$ cat src/rtl/esh_pkg.sv
// Shared types, codes and the kind table of the ELF segment header checker.
package esh_pkg;

	typedef logic [63:0] addr_t;
	typedef logic [31:0] word_t;

	localparam int KIND_COUNT = 12;
	localparam int TEXT_SLOT = 1;
	localparam int QUEUE_DEPTH = 2;
	localparam int QPTR_W = $clog2(QUEUE_DEPTH);
	localparam int QCNT_W = $clog2(QUEUE_DEPTH + 1);
	localparam int PADDR_W = 4;
	localparam int PDATA_W = 64;
	localparam int AW_W = 6;

	localparam logic [AW_W-1:0] AW_RESET = 6'd32;
	localparam addr_t BASE_RESET = 64'h0000_0000_0001_0000;
	localparam addr_t MASK_RESET = 64'h0000_0000_FFFF_FFFF;

	localparam logic REG_IDX_AW = 1'b0;
	localparam logic REG_IDX_BASE = 1'b1;

	localparam logic CMD_FINISH = 1'b1;

	localparam word_t PERM_X = 32'd1;
	localparam word_t PERM_W = 32'd2;
	localparam word_t PERM_R = 32'd4;

	localparam word_t TYPE_NULL = 32'd0;
	localparam word_t TYPE_LOAD = 32'd1;
	localparam word_t TYPE_DYNAMIC = 32'd2;
	localparam word_t TYPE_INTERP = 32'd3;
	localparam word_t TYPE_NOTE = 32'd4;
	localparam word_t TYPE_PHDR = 32'd6;
	localparam word_t TYPE_TLS = 32'd7;
	localparam word_t TYPE_EH_FRAME = 32'h6474_e550;
	localparam word_t TYPE_STACK = 32'h6474_e551;
	localparam word_t TYPE_RELRO = 32'h6474_e552;

	typedef enum logic [3:0] {
		ST_OK,
		ST_EMPTY,
		ST_IGNORED,
		ST_UNKNOWN,
		ST_DUPLICATE,
		ST_TEXT_ADDR,
		ST_TOO_LOW,
		ST_WRAP,
		ST_TOO_LARGE,
		ST_FILE_GT_MEM,
		ST_AFTER_ERROR,
		ST_NO_TEXT
	} esh_status_t;

	typedef enum logic [2:0] {
		ACT_IGNORE,
		ACT_TEXT,
		ACT_RO,
		ACT_RW,
		ACT_STACK
	} esh_act_t;

	typedef enum logic [1:0] {
		REGION_OTHER,
		REGION_TEXT,
		REGION_RO,
		REGION_RW
	} esh_region_t;

	localparam word_t KIND_TYPE [KIND_COUNT] = '{
		TYPE_PHDR, TYPE_LOAD, TYPE_LOAD, TYPE_LOAD, TYPE_TLS, TYPE_STACK,
		TYPE_DYNAMIC, TYPE_INTERP, TYPE_NOTE, TYPE_EH_FRAME, TYPE_RELRO, TYPE_NULL
	};

	localparam word_t KIND_PERMS [KIND_COUNT] = '{
		PERM_R, PERM_R | PERM_X, PERM_R, PERM_R | PERM_W, PERM_R, PERM_R | PERM_W,
		PERM_R, PERM_R, PERM_R, PERM_R, PERM_R, PERM_R
	};

	localparam esh_act_t KIND_ACT [KIND_COUNT] = '{
		ACT_IGNORE, ACT_TEXT, ACT_RO, ACT_RW, ACT_IGNORE, ACT_STACK,
		ACT_IGNORE, ACT_IGNORE, ACT_IGNORE, ACT_IGNORE, ACT_IGNORE, ACT_IGNORE
	};

	typedef struct packed {
		logic finish;
		logic empty;
		logic unknown;
		logic [KIND_COUNT-1:0] slot;
		esh_act_t act;
		esh_status_t pre_status;
		addr_t seg_start;
		addr_t seg_end;
		addr_t code_end;
	} esh_item_t;

endpackage

$ cat src/rtl/elf_segment_header_checker_top.sv
// Top level of the ELF segment header checker: register port, front end, queue, back end.
//
// channel   direction  handshake            payload
// cfg       in         psel/penable/pready  paddr, pwdata, prdata
// in        in         in_valid/in_stall    cmd, seg_kind, seg_perms, seg_start, mem_size,
//                                           file_size
// out       out        out_valid/out_stall  status, will_load, region, code_limit, ro_begin,
//                                           ro_limit, rw_begin, rw_limit, top_address
//
// One request per cycle sustained while out_stall stays low; a taken request passes through the
// two-entry queue, then the result register, before its result is valid.
// Reset clears the image state, the queue and the result valid; registers return to
// address width 32 and base 0x10000.
// in_stall rises only when the queue is full; out_stall holds the result register and
// backs up into the queue.
module elf_segment_header_checker_top (
	input  logic                        clk,
	input  logic                        arst_n,
	input  logic                        psel,
	input  logic                        penable,
	input  logic                        pwrite,
	input  logic [esh_pkg::PADDR_W-1:0] paddr,
	input  logic [esh_pkg::PDATA_W-1:0] pwdata,
	output logic [esh_pkg::PDATA_W-1:0] prdata,
	output logic                        pready,
	input  logic                        in_valid,
	output logic                        in_stall,
	input  logic                        cmd,
	input  logic [31:0]                 seg_kind,
	input  logic [31:0]                 seg_perms,
	input  logic [63:0]                 seg_start,
	input  logic [63:0]                 mem_size,
	input  logic [63:0]                 file_size,
	output logic                        out_valid,
	input  logic                        out_stall,
	output logic [3:0]                  status,
	output logic                        will_load,
	output logic [1:0]                  region,
	output logic [63:0]                 code_limit,
	output logic [63:0]                 ro_begin,
	output logic [63:0]                 ro_limit,
	output logic [63:0]                 rw_begin,
	output logic [63:0]                 rw_limit,
	output logic [63:0]                 top_address
);
	import esh_pkg::*;

	logic [AW_W-1:0] aw_q;
	addr_t base_q;
	addr_t mask_q;
	logic cfg_wr;

	logic q_push;
	logic q_full;
	logic q_valid;
	logic q_pop;
	esh_item_t front_item;
	esh_item_t queue_item;

	assign pready = 1'b1;
	assign cfg_wr = psel && penable && pwrite && pready;

	always_ff @(posedge clk or negedge arst_n) begin
		if (!arst_n) begin
			aw_q <= AW_RESET;
			base_q <= BASE_RESET;
			mask_q <= MASK_RESET;
		end else if (cfg_wr) begin
			unique case (paddr[3])
				REG_IDX_AW: begin
					aw_q <= pwdata[AW_W-1:0];
					mask_q <= (64'd1 << pwdata[AW_W-1:0]) - 64'd1;
				end
				REG_IDX_BASE: base_q <= pwdata;
				default: base_q <= base_q;
			endcase
		end
	end

	always_comb begin
		unique case (paddr[3])
			REG_IDX_AW: prdata = {{(PDATA_W - AW_W){1'b0}}, aw_q};
			REG_IDX_BASE: prdata = base_q;
			default: prdata = '0;
		endcase
	end

	esh_front u_front (
		.in_valid     (in_valid),
		.in_stall     (in_stall),
		.cmd          (cmd),
		.seg_kind     (seg_kind),
		.seg_perms    (seg_perms),
		.seg_start    (seg_start),
		.mem_size     (mem_size),
		.file_size    (file_size),
		.base_address (base_q),
		.limit_mask   (mask_q),
		.q_full       (q_full),
		.q_push       (q_push),
		.item         (front_item)
	);

	esh_queue u_queue (
		.clk       (clk),
		.arst_n    (arst_n),
		.push      (q_push),
		.full      (q_full),
		.push_item (front_item),
		.pop_valid (q_valid),
		.pop       (q_pop),
		.pop_item  (queue_item)
	);

	esh_back u_back (
		.clk          (clk),
		.arst_n       (arst_n),
		.base_address (base_q),
		.item_valid   (q_valid),
		.pop          (q_pop),
		.item         (queue_item),
		.out_valid    (out_valid),
		.out_stall    (out_stall),
		.status       (status),
		.will_load    (will_load),
		.region       (region),
		.code_limit   (code_limit),
		.ro_begin     (ro_begin),
		.ro_limit     (ro_limit),
		.rw_begin     (rw_begin),
		.rw_limit     (rw_limit),
		.top_address  (top_address)
	);

	a_load_ok: assert property (@(posedge clk) disable iff (!arst_n)
		(out_valid && will_load) |-> (status == ST_OK))
		else $error("load flagged on a rejected header");

	a_ro_range: assert property (@(posedge clk) disable iff (!arst_n)
		(out_valid && will_load && region == REGION_RO) |->
			(ro_begin < ro_limit && ro_limit <= top_address))
		else $error("read-only range inconsistent with top address");

	a_rw_range: assert property (@(posedge clk) disable iff (!arst_n)
		(out_valid && will_load && region == REGION_RW) |->
			(rw_begin < rw_limit && rw_limit <= top_address))
		else $error("read-write range inconsistent with top address");

endmodule

$ cat src/rtl/esh_front.sv
// Front end: accepts a request, matches the kind table and runs the address checks.
module esh_front (
	input  logic               in_valid,
	output logic               in_stall,
	input  logic               cmd,
	input  esh_pkg::word_t     seg_kind,
	input  esh_pkg::word_t     seg_perms,
	input  esh_pkg::addr_t     seg_start,
	input  esh_pkg::addr_t     mem_size,
	input  esh_pkg::addr_t     file_size,
	input  esh_pkg::addr_t     base_address,
	input  esh_pkg::addr_t     limit_mask,
	input  logic               q_full,
	output logic               q_push,
	output esh_pkg::esh_item_t item
);
	import esh_pkg::*;

	logic [KIND_COUNT-1:0] hit;
	esh_act_t act;
	logic [64:0] sum;
	esh_status_t pre_status;

	assign in_stall = q_full;
	assign q_push = in_valid && !q_full;

	always_comb begin
		hit = '0;
		act = ACT_IGNORE;
		for (int i = 0; i < KIND_COUNT; i++) begin
			if (seg_kind == KIND_TYPE[i] && seg_perms == KIND_PERMS[i]) begin
				hit[i] = 1'b1;
				act = KIND_ACT[i];
			end
		end
	end

	assign sum = {1'b0, seg_start} + {1'b0, mem_size};

	always_comb begin
		if (act == ACT_IGNORE) begin
			pre_status = ST_IGNORED;
		end else if (act == ACT_TEXT && seg_start != base_address) begin
			pre_status = ST_TEXT_ADDR;
		end else if (seg_start < base_address) begin
			pre_status = ST_TOO_LOW;
		end else if (sum[64]) begin
			pre_status = ST_WRAP;
		end else if ((sum[63:0] & ~limit_mask) != '0) begin
			pre_status = ST_TOO_LARGE;
		end else if (file_size > mem_size) begin
			pre_status = ST_FILE_GT_MEM;
		end else begin
			pre_status = ST_OK;
		end
	end

	always_comb begin
		item.finish = (cmd == CMD_FINISH);
		item.empty = (mem_size == '0);
		item.unknown = (hit == '0);
		item.slot = hit;
		item.act = act;
		item.pre_status = pre_status;
		item.seg_start = seg_start;
		item.seg_end = sum[63:0];
		item.code_end = base_address + file_size;
	end

endmodule

$ cat src/rtl/esh_queue.sv
// Short request queue between the front end and the back end.
module esh_queue (
	input  logic                 clk,
	input  logic                 arst_n,
	input  logic                 push,
	output logic                 full,
	input  esh_pkg::esh_item_t   push_item,
	output logic                 pop_valid,
	input  logic                 pop,
	output esh_pkg::esh_item_t   pop_item
);
	import esh_pkg::*;

	esh_item_t mem_q [QUEUE_DEPTH];
	logic [QPTR_W-1:0] wr_ptr_q;
	logic [QPTR_W-1:0] rd_ptr_q;
	logic [QCNT_W-1:0] count_q;

	assign full = (count_q == QCNT_W'(QUEUE_DEPTH));
	assign pop_valid = (count_q != '0);
	assign pop_item = mem_q[rd_ptr_q];

	always_ff @(posedge clk) begin
		if (push) begin
			mem_q[wr_ptr_q] <= push_item;
		end
	end

	always_ff @(posedge clk or negedge arst_n) begin
		if (!arst_n) begin
			wr_ptr_q <= '0;
			rd_ptr_q <= '0;
			count_q <= '0;
		end else begin
			if (push) begin
				wr_ptr_q <= (wr_ptr_q == QPTR_W'(QUEUE_DEPTH - 1)) ? '0 : wr_ptr_q + 1'b1;
			end
			if (pop) begin
				rd_ptr_q <= (rd_ptr_q == QPTR_W'(QUEUE_DEPTH - 1)) ? '0 : rd_ptr_q + 1'b1;
			end
			case ({push, pop})
				2'b10: count_q <= count_q + 1'b1;
				2'b01: count_q <= count_q - 1'b1;
				default: count_q <= count_q;
			endcase
		end
	end

endmodule

$ cat src/rtl/esh_back.sv
// Back end: image state, duplicate and sticky error tracking, result register.
module esh_back (
	input  logic                 clk,
	input  logic                 arst_n,
	input  esh_pkg::addr_t       base_address,
	input  logic                 item_valid,
	output logic                 pop,
	input  esh_pkg::esh_item_t   item,
	output logic                 out_valid,
	input  logic                 out_stall,
	output logic [3:0]           status,
	output logic                 will_load,
	output logic [1:0]           region,
	output esh_pkg::addr_t       code_limit,
	output esh_pkg::addr_t       ro_begin,
	output esh_pkg::addr_t       ro_limit,
	output esh_pkg::addr_t       rw_begin,
	output esh_pkg::addr_t       rw_limit,
	output esh_pkg::addr_t       top_address
);
	import esh_pkg::*;

	logic [KIND_COUNT-1:0] kinds_q;
	logic open_q;
	addr_t high_q;
	addr_t code_end_q;
	addr_t ro_begin_q;
	addr_t ro_limit_q;
	addr_t rw_begin_q;
	addr_t rw_limit_q;
	esh_status_t first_err_q;

	logic out_valid_q;
	esh_status_t status_q;
	logic will_load_q;
	esh_region_t region_q;
	addr_t code_limit_q;
	addr_t ro_begin_out_q;
	addr_t ro_limit_out_q;
	addr_t rw_begin_out_q;
	addr_t rw_limit_out_q;
	addr_t top_q;

	addr_t cur_high;
	esh_status_t nxt_status;
	logic dup;
	logic mark;
	logic load;
	esh_region_t nxt_region;
	addr_t nxt_high;
	addr_t nxt_code;
	addr_t nxt_ro_begin;
	addr_t nxt_ro_limit;
	addr_t nxt_rw_begin;
	addr_t nxt_rw_limit;

	assign pop = item_valid && (!out_valid_q || !out_stall);

	assign cur_high = open_q ? high_q : base_address;
	assign dup = (kinds_q & item.slot) != '0;

	always_comb begin
		if (item.finish) begin
			if (first_err_q != ST_OK) begin
				nxt_status = first_err_q;
			end else if (!kinds_q[TEXT_SLOT]) begin
				nxt_status = ST_NO_TEXT;
			end else begin
				nxt_status = ST_OK;
			end
		end else if (first_err_q != ST_OK) begin
			nxt_status = ST_AFTER_ERROR;
		end else if (item.empty) begin
			nxt_status = ST_EMPTY;
		end else if (item.unknown) begin
			nxt_status = ST_UNKNOWN;
		end else if (dup) begin
			nxt_status = ST_DUPLICATE;
		end else begin
			nxt_status = item.pre_status;
		end
	end

	assign mark = !item.finish && first_err_q == ST_OK && !item.empty && !item.unknown && !dup;
	assign load = !item.finish && nxt_status == ST_OK;

	always_comb begin
		nxt_region = REGION_OTHER;
		nxt_high = cur_high;
		nxt_code = code_end_q;
		nxt_ro_begin = ro_begin_q;
		nxt_ro_limit = ro_limit_q;
		nxt_rw_begin = rw_begin_q;
		nxt_rw_limit = rw_limit_q;
		if (load) begin
			if (cur_high < item.seg_end) begin
				nxt_high = item.seg_end;
			end
			case (item.act)
				ACT_TEXT: begin
					nxt_code = item.code_end;
					nxt_region = REGION_TEXT;
				end
				ACT_RO: begin
					nxt_ro_begin = item.seg_start;
					nxt_ro_limit = item.seg_end;
					nxt_region = REGION_RO;
				end
				ACT_RW: begin
					nxt_rw_begin = item.seg_start;
					nxt_rw_limit = item.seg_end;
					nxt_region = REGION_RW;
				end
				default: nxt_region = REGION_OTHER;
			endcase
		end
	end

	always_ff @(posedge clk or negedge arst_n) begin
		if (!arst_n) begin
			kinds_q <= '0;
			open_q <= 1'b0;
			high_q <= '0;
			code_end_q <= '0;
			ro_begin_q <= '0;
			ro_limit_q <= '0;
			rw_begin_q <= '0;
			rw_limit_q <= '0;
			first_err_q <= ST_OK;
		end else if (pop) begin
			if (item.finish) begin
				kinds_q <= '0;
				open_q <= 1'b0;
				high_q <= '0;
				code_end_q <= '0;
				ro_begin_q <= '0;
				ro_limit_q <= '0;
				rw_begin_q <= '0;
				rw_limit_q <= '0;
				first_err_q <= ST_OK;
			end else begin
				open_q <= 1'b1;
				high_q <= nxt_high;
				code_end_q <= nxt_code;
				ro_begin_q <= nxt_ro_begin;
				ro_limit_q <= nxt_ro_limit;
				rw_begin_q <= nxt_rw_begin;
				rw_limit_q <= nxt_rw_limit;
				if (mark) begin
					kinds_q <= kinds_q | item.slot;
				end
				if (nxt_status >= ST_UNKNOWN && nxt_status <= ST_FILE_GT_MEM) begin
					first_err_q <= nxt_status;
				end
			end
		end
	end

	always_ff @(posedge clk or negedge arst_n) begin
		if (!arst_n) begin
			out_valid_q <= 1'b0;
		end else if (pop) begin
			out_valid_q <= 1'b1;
		end else if (!out_stall) begin
			out_valid_q <= 1'b0;
		end
	end

	always_ff @(posedge clk) begin
		if (pop) begin
			status_q <= nxt_status;
			will_load_q <= load;
			region_q <= nxt_region;
			code_limit_q <= nxt_code;
			ro_begin_out_q <= nxt_ro_begin;
			ro_limit_out_q <= nxt_ro_limit;
			rw_begin_out_q <= nxt_rw_begin;
			rw_limit_out_q <= nxt_rw_limit;
			top_q <= nxt_high;
		end
	end

	assign out_valid = out_valid_q;
	assign status = status_q;
	assign will_load = will_load_q;
	assign region = region_q;
	assign code_limit = code_limit_q;
	assign ro_begin = ro_begin_out_q;
	assign ro_limit = ro_limit_out_q;
	assign rw_begin = rw_begin_out_q;
	assign rw_limit = rw_limit_out_q;
	assign top_address = top_q;

endmodule

$ cat config.mk
export PLATFORM = sky130hd
export DESIGN_NAME = elf_segment_header_checker_top
export DESIGN_NICKNAME = d
export VERILOG_FILES = /design/src/rtl/esh_pkg.sv /design/src/rtl/elf_segment_header_checker_top.sv /design/src/rtl/esh_front.sv /design/src/rtl/esh_queue.sv /design/src/rtl/esh_back.sv
export SDC_FILE = /design/constraint.sdc
export NUM_CORES = 2
export LEC_CHECK = 0
export BUFFER_PORTS_ARGS = -buffer_cell sky130_fd_sc_hd__buf_2
export CORE_ASPECT_RATIO = 1.5
export CORE_MARGIN = 2
export CORE_UTILIZATION = 51
export CTS_CLUSTER_SIZE = 12
export DETAILED_ROUTE_END_ITERATION = 10
export HOLD_SLACK_MARGIN = 0.02
export PLACE_DENSITY = 0.76
export RECOVER_POWER = 100
export SYNTH_ARGS = -nofsm -noshare
export SYNTH_HDL_FRONTEND = slang
export SYNTH_SLANG_ARGS = --single-unit
$ cat constraint.sdc
create_clock -name clk -period 12.3 [get_ports clk]
set_clock_uncertainty 0.1 [all_clocks]
set_input_delay 0 -clock clk [delete_from_list [all_inputs] [get_ports clk]]
set_output_delay 0 -clock clk [all_outputs]
set_load 0.01 [all_outputs]
==> reports/summary.log <==
INFO  run_status     status=finished, violations left
INFO  run_status     violated_checks=max-capacitance violations, max-slew violations
INFO  timing         post-route-min-period=9.69ns
INFO  timing         setup_repair_after_global_routing_missed_its_margin=no
INFO  yosys          syn-num-nets=6709
INFO  yosys          asyncSetResetFlopFracSynth=39.7%
INFO  pwr            power.sequential.fraction=42.7%
INFO  layout         num-fill-cells=10.4k
INFO  grt            gr-total-overflow=0
INFO  placed_design  port-buffer-count=785
INFO  yosys          synth_area=0.0665mm2
INFO  yosys          xor_and_xnor_fraction_of_the_mapped_netlist_area=1.79%
INFO  timing         worst_slew_pin_slew=6.79ns
INFO  flow_run       timing.max_cap.violations=29
INFO  routing        count_of_vias_placed_by_the_detailed_router=55.1k
INFO  grt            first_global_vias=53.5k
INFO  worst_setup_path critPathRequiredTime=12.91ns
INFO  pwr            power.clock.fraction=23.9%
INFO  routing        vias_per_cell=6.11
INFO  yosys          yosys_register_bits=1359
INFO  cts            cts_setup_buffers=0
INFO  placed_design  place.gp.congestion=1.01
INFO  worst_setup_path critical_path_class=reg -> reg
INFO  worst_setup_path worst-path-max-fanout=44
INFO  floorplanning  fp.dieW=299um
INFO  grt            number_of_antenna_violations_at_the_first_check_in_global_routing=58
INFO  worst_setup_path crit_arrival=10.29ns
INFO  cts            cts_root_buffer=clkbuf_16
INFO  cts            cts_sinks=1359
INFO  worst_setup_path slowest_stage=dfrtp_1
INFO  worst_setup_path cp.buffers_inverters=2
INFO  routing        detail_route.wirelength=260000um
INFO  pwr            cellPowerDensity=211mW/mm2
INFO  floorplanning  top_level_ports=790
INFO  yosys          yosys.area_share.simple=11.8%
INFO  timing         period_share=78.8%
INFO  min_path       min_path_type=in -> reg
INFO  yosys          number_of_synthesized_flops_with_an_enable_pin=819
INFO  worst_setup_path setup.worst_path.start_class=register
INFO  placed_design  placement.cell_area=0.0721mm2
INFO  routing        length_of_the_first_detailed_routing_pass_in_iterations=7
INFO  worst_setup_path cpPeakStageDelay=2.18ns
INFO  worst_setup_path cell_family_with_most_cp_delay=compound AO/OA/AOI/OAI gates
INFO  yosys          post_synth_fa_ha_maj_area_fraction=6.08%
INFO  grt            grt_first_pass_wirelength=367000um
INFO  yosys          yosysUniqueCellTypes=98
INFO  pwr            vdd_drop_max=0.174mV
INFO  timing         maxSlewViolCount=1648
INFO  yosys          synth_seq_area_share=57.4%
INFO  routing        drcViolationCount=0
INFO  placed_design  detailed_place_hpwl=192000um
INFO  timing         final-setup-viol-count=0
INFO  grt            grt_max_degree=140
INFO  yosys          dominantRegCellSynth=edfxtp_1
INFO  floorplanning  rows=162
INFO  timing         final.setup.tns=0ns
INFO  yosys          yosysWarnings=0
INFO  cts            maximum_buffer_depth_of_the_clock_tree=3
INFO  yosys          synth_compound_gate_area_share=14.1%
INFO  pwr            total_leakage_power=33.2nW
INFO  layout         fin_nets=7789
INFO  timing         slew_headroom=-353%
INFO  pwr            p_sw_share=37.6%
INFO  yosys          synth_top_family_by_area=compound AO/OA/AOI/OAI gates
INFO  cts            clock_latency=0.79ns
INFO  cts            tritoncts=done
INFO  pwr            p_int=0.0105W
INFO  routing        wl_per_cell=28.9um
INFO  timing         max_clock_freq=0.103GHz
INFO  timing         final-hold-violation-count=0
INFO  yosys          synthesis.instances=6055
INFO  floorplanning  die_area=0.133mm2
INFO  worst_setup_path path_cells=buf_4 -> mux2i_1 -> ha_1 -> a21o_1 -> a21o_1 -> a21oi_1 -> nor2_1 -> a2111oi_0 -> o21ai_1 -> a221oi_1 -> o31ai_1 -> a221oi_1 -> o21ai_4 -> clkbuf_1 -> mux2i_1 -> a22o_1
INFO  cts            clock_tree.htree_level_count=4
INFO  yosys          post_synthesis_area_per_instance=11.0um2
INFO  routing        drt-initial-drc-count=6147
INFO  floorplanning  core=0.130mm2
INFO  pwr            comb_power_share=33.4%
INFO  cts            cts_made_buffers=136
INFO  layout         syn_to_final_growth=19.6%
INFO  pwr            power_switching=0.00631W
INFO  yosys          yosys-mux-area-fraction=5.57%
INFO  floorplanning  die_height=446um
INFO  cts            worst_setup_hold_path_clk_slew=0.06ns
INFO  layout         layout_cell_share_with_drive_strength_beyond_1=9.16%
INFO  floorplanning  start_util=51.3%
INFO  grt            grt_usage=38.1%
INFO  routing        post_detailed_route_count_of_antenna_violating_nets=0
INFO  worst_setup_path critPathCaptureType=register
INFO  layout         layout.core_utilization=61.3%
INFO  layout         finish.instance_area=0.0795mm2
-- flip-flops by register name, summed over array words and instances (netlist names), 2 cells and up --
name	count
aw_q	6
base_q	64
mask_q	64
u_back.code_end_q	64
u_back.code_limit	64
u_back.first_err_q	4
u_back.high_q	64
u_back.kinds_q	12
u_back.region	2
u_back.ro_begin	64
u_back.ro_begin_q	64
u_back.ro_limit	64
u_back.ro_limit_q	64
u_back.rw_begin	64
u_back.rw_begin_q	64
u_back.rw_limit	64
u_back.rw_limit_q	64
u_back.status	4
u_back.top_address	64
u_queue.count_q	2
u_queue.mem_q	428
-- cells by family (layout without fill, tap and decap cells) --
family,after synthesis,in the layout
and+or+nand+nor,1722,1722
adders and majority gates,322,322
other,1,51
DFF,1359,1359
buffers and inverters,564,1754
AOI/OAI and AO/OA,1592,1592
xor gates and xnor gates,136,136
muxes,359,359
-- final timing paths --
kind | start | endpoint | slack [ns] | cells past startpoint
max | u_queue.rd_ptr_q$_DFFE_PN0P_ | u_back.high_q[10]$_DFFE_PN0P_ | 2.61 | 16
min | seg_perms[14] | u_queue.mem_q[0][208]$_DFFE_PP_ | 0.09 | 6
max reg2reg | u_queue.rd_ptr_q$_DFFE_PN0P_ | u_back.high_q[10]$_DFFE_PN0P_ | 2.61 | 16
min reg2reg | mask_q[19]$_DFFE_PN1P_ | mask_q[19]$_DFFE_PN1P_ | 0.37 | 2
max in group asynchronous | arst_n | u_back.code_end_q[57]$_DFFE_PN0P_ | 5.00 | 5
min in group asynchronous | arst_n | mask_q[7]$_DFFE_PN1P_ | 0.82 | 3
-- final cells by class --
type                       count  area, um2  share of cell area (%)
sequential                  1359      38200                    48.0
inverter                     258        970                    1.22
clock buffer                 224       3870                    4.87
antenna                       50        125                   0.157
timing repair buffer        1248       7680                    9.66
multi-input combinational   4132      26200                    33.0
tap                         1722       2150                    2.71
clock inverter                24        318                   0.400
-- power by group through the flow --
stage                     Combinational [W]  Sequential, W  Clock (W)
after floorplan                     0.00310        0.00736          0
after global placement              0.00535        0.00709          0
after detailed placement            0.00547        0.00712          0
after CTS                           0.00564        0.00705    0.00404
after global routing                0.00598        0.00724    0.00421
final                               0.00560        0.00717    0.00401
-- routing by layer --
| metal | part of all wire, % | track usage, % | vias up |
|---|---|---|---|
| met5 | 0.061 | 0 | - |
| met4 | 8.4 | 27.2 | 22 |
| met1 | 36 | 45.3 | 27000 |
| met3 | 9.1 | 8.33 | 815 |
| met2 | 47 | 61.5 | 3189 |
| li1 | - | - | 24100 |
-- cells in the mapped netlist, types with 28 or more instances --
| cell type | count | area [um2] |
|---|---|---|
| dfrtp_1 | 506 | 12700 |
| nand2b_1 | 62 | 388 |
| nor2b_1 | 65 | 407 |
| edfxtp_1 | 819 | 24600 |
| ha_1 | 320 | 4000 |
| and2_1 | 72 | 450 |
| xor2_1 | 57 | 499 |
| inv_1 | 257 | 965 |
| nand2_1 | 659 | 2470 |
| a22o_1 | 64 | 561 |
| a31oi_1 | 28 | 175 |
| mux2i_1 | 269 | 2690 |
| a21oi_1 | 585 | 2930 |
| nor4_1 | 48 | 300 |
| nor3_1 | 38 | 190 |
| o21a_1 | 82 | 616 |
| nand3_1 | 51 | 255 |
| o21ai_0 | 514 | 2570 |
| dfstp_2 | 34 | 893 |
| nor2_1 | 520 | 1950 |
| a21o_1 | 80 | 601 |
| clkbuf_1 | 255 | 957 |
| mux2_2 | 89 | 1000 |
| nand4_1 | 97 | 607 |
| xnor2_1 | 79 | 692 |
-- worst register-to-register path: stages (launching register included) --
cell	delay (ns)
dfrtp_1	2.18
buf_4	0.89
mux2i_1	0.68
ha_1	0.36
a21o_1	0.16
a21o_1	0.17
a21oi_1	0.16
nor2_1	0.06
a2111oi_0	0.46
o21ai_1	0.28
a221oi_1	0.74
o31ai_1	0.21
a221oi_1	1.12
o21ai_4	0.05
clkbuf_1	1.09
mux2i_1	0.73
a22o_1	0.19
-- timing repair --
action                    4_1_cts  5_1_grt
resized for setup               0        0
hold buffers                  391        0
hold endpoints to repair      867        0
-- stage by stage --
| stage | setup slack (ns) | std cells | power, W | hold WS, ns |
|---|---|---|---|---|
| 6_report | 2.61 | 9017 | 0.0168 | 0.0891 |
| 5_1_grt | 2.40 | 8982 | 0.0174 | 0.0938 |
| 4_1_cts | 4.94 | 8967 | 0.0167 | 0.0241 |
| 3_5_place_dp | 4.95 | 8328 | 0.0126 | -0.0809 |
| 3_3_place_gp | 5.00 | 8328 | 0.0124 | -0.0787 |
| 2_1_floorplan | 1.30 | 6055 | 0.0105 | -0.396 |
-- layout by cell type (no fill, tap or decap), types with 43 or more instances in the layout --
| cell | count |
|---|---|
| mux2i_1 | 269 |
| clkbuf_16 | 140 |
| buf_2 | 302 |
| o21ai_0 | 525 |
| a22o_1 | 64 |
| mux2_2 | 81 |
| nor4_1 | 48 |
| a21oi_1 | 585 |
| xnor2_1 | 79 |
| dlygate4sd3_1 | 390 |
| edfxtp_1 | 819 |
| nand2_1 | 657 |
| o21a_1 | 82 |
| nand3_1 | 51 |
| a21o_1 | 80 |
| xor2_1 | 57 |
| ha_1 | 320 |
| diode_2 | 50 |
| nand2b_1 | 62 |
| dfrtp_1 | 505 |
| nor2b_1 | 65 |
| and2_0 | 43 |
| nor2_1 | 517 |
| clkbuf_1 | 595 |
| nand4_1 | 97 |
| inv_1 | 256 |
No activity file was read; power rests on OpenSTA's default activity.
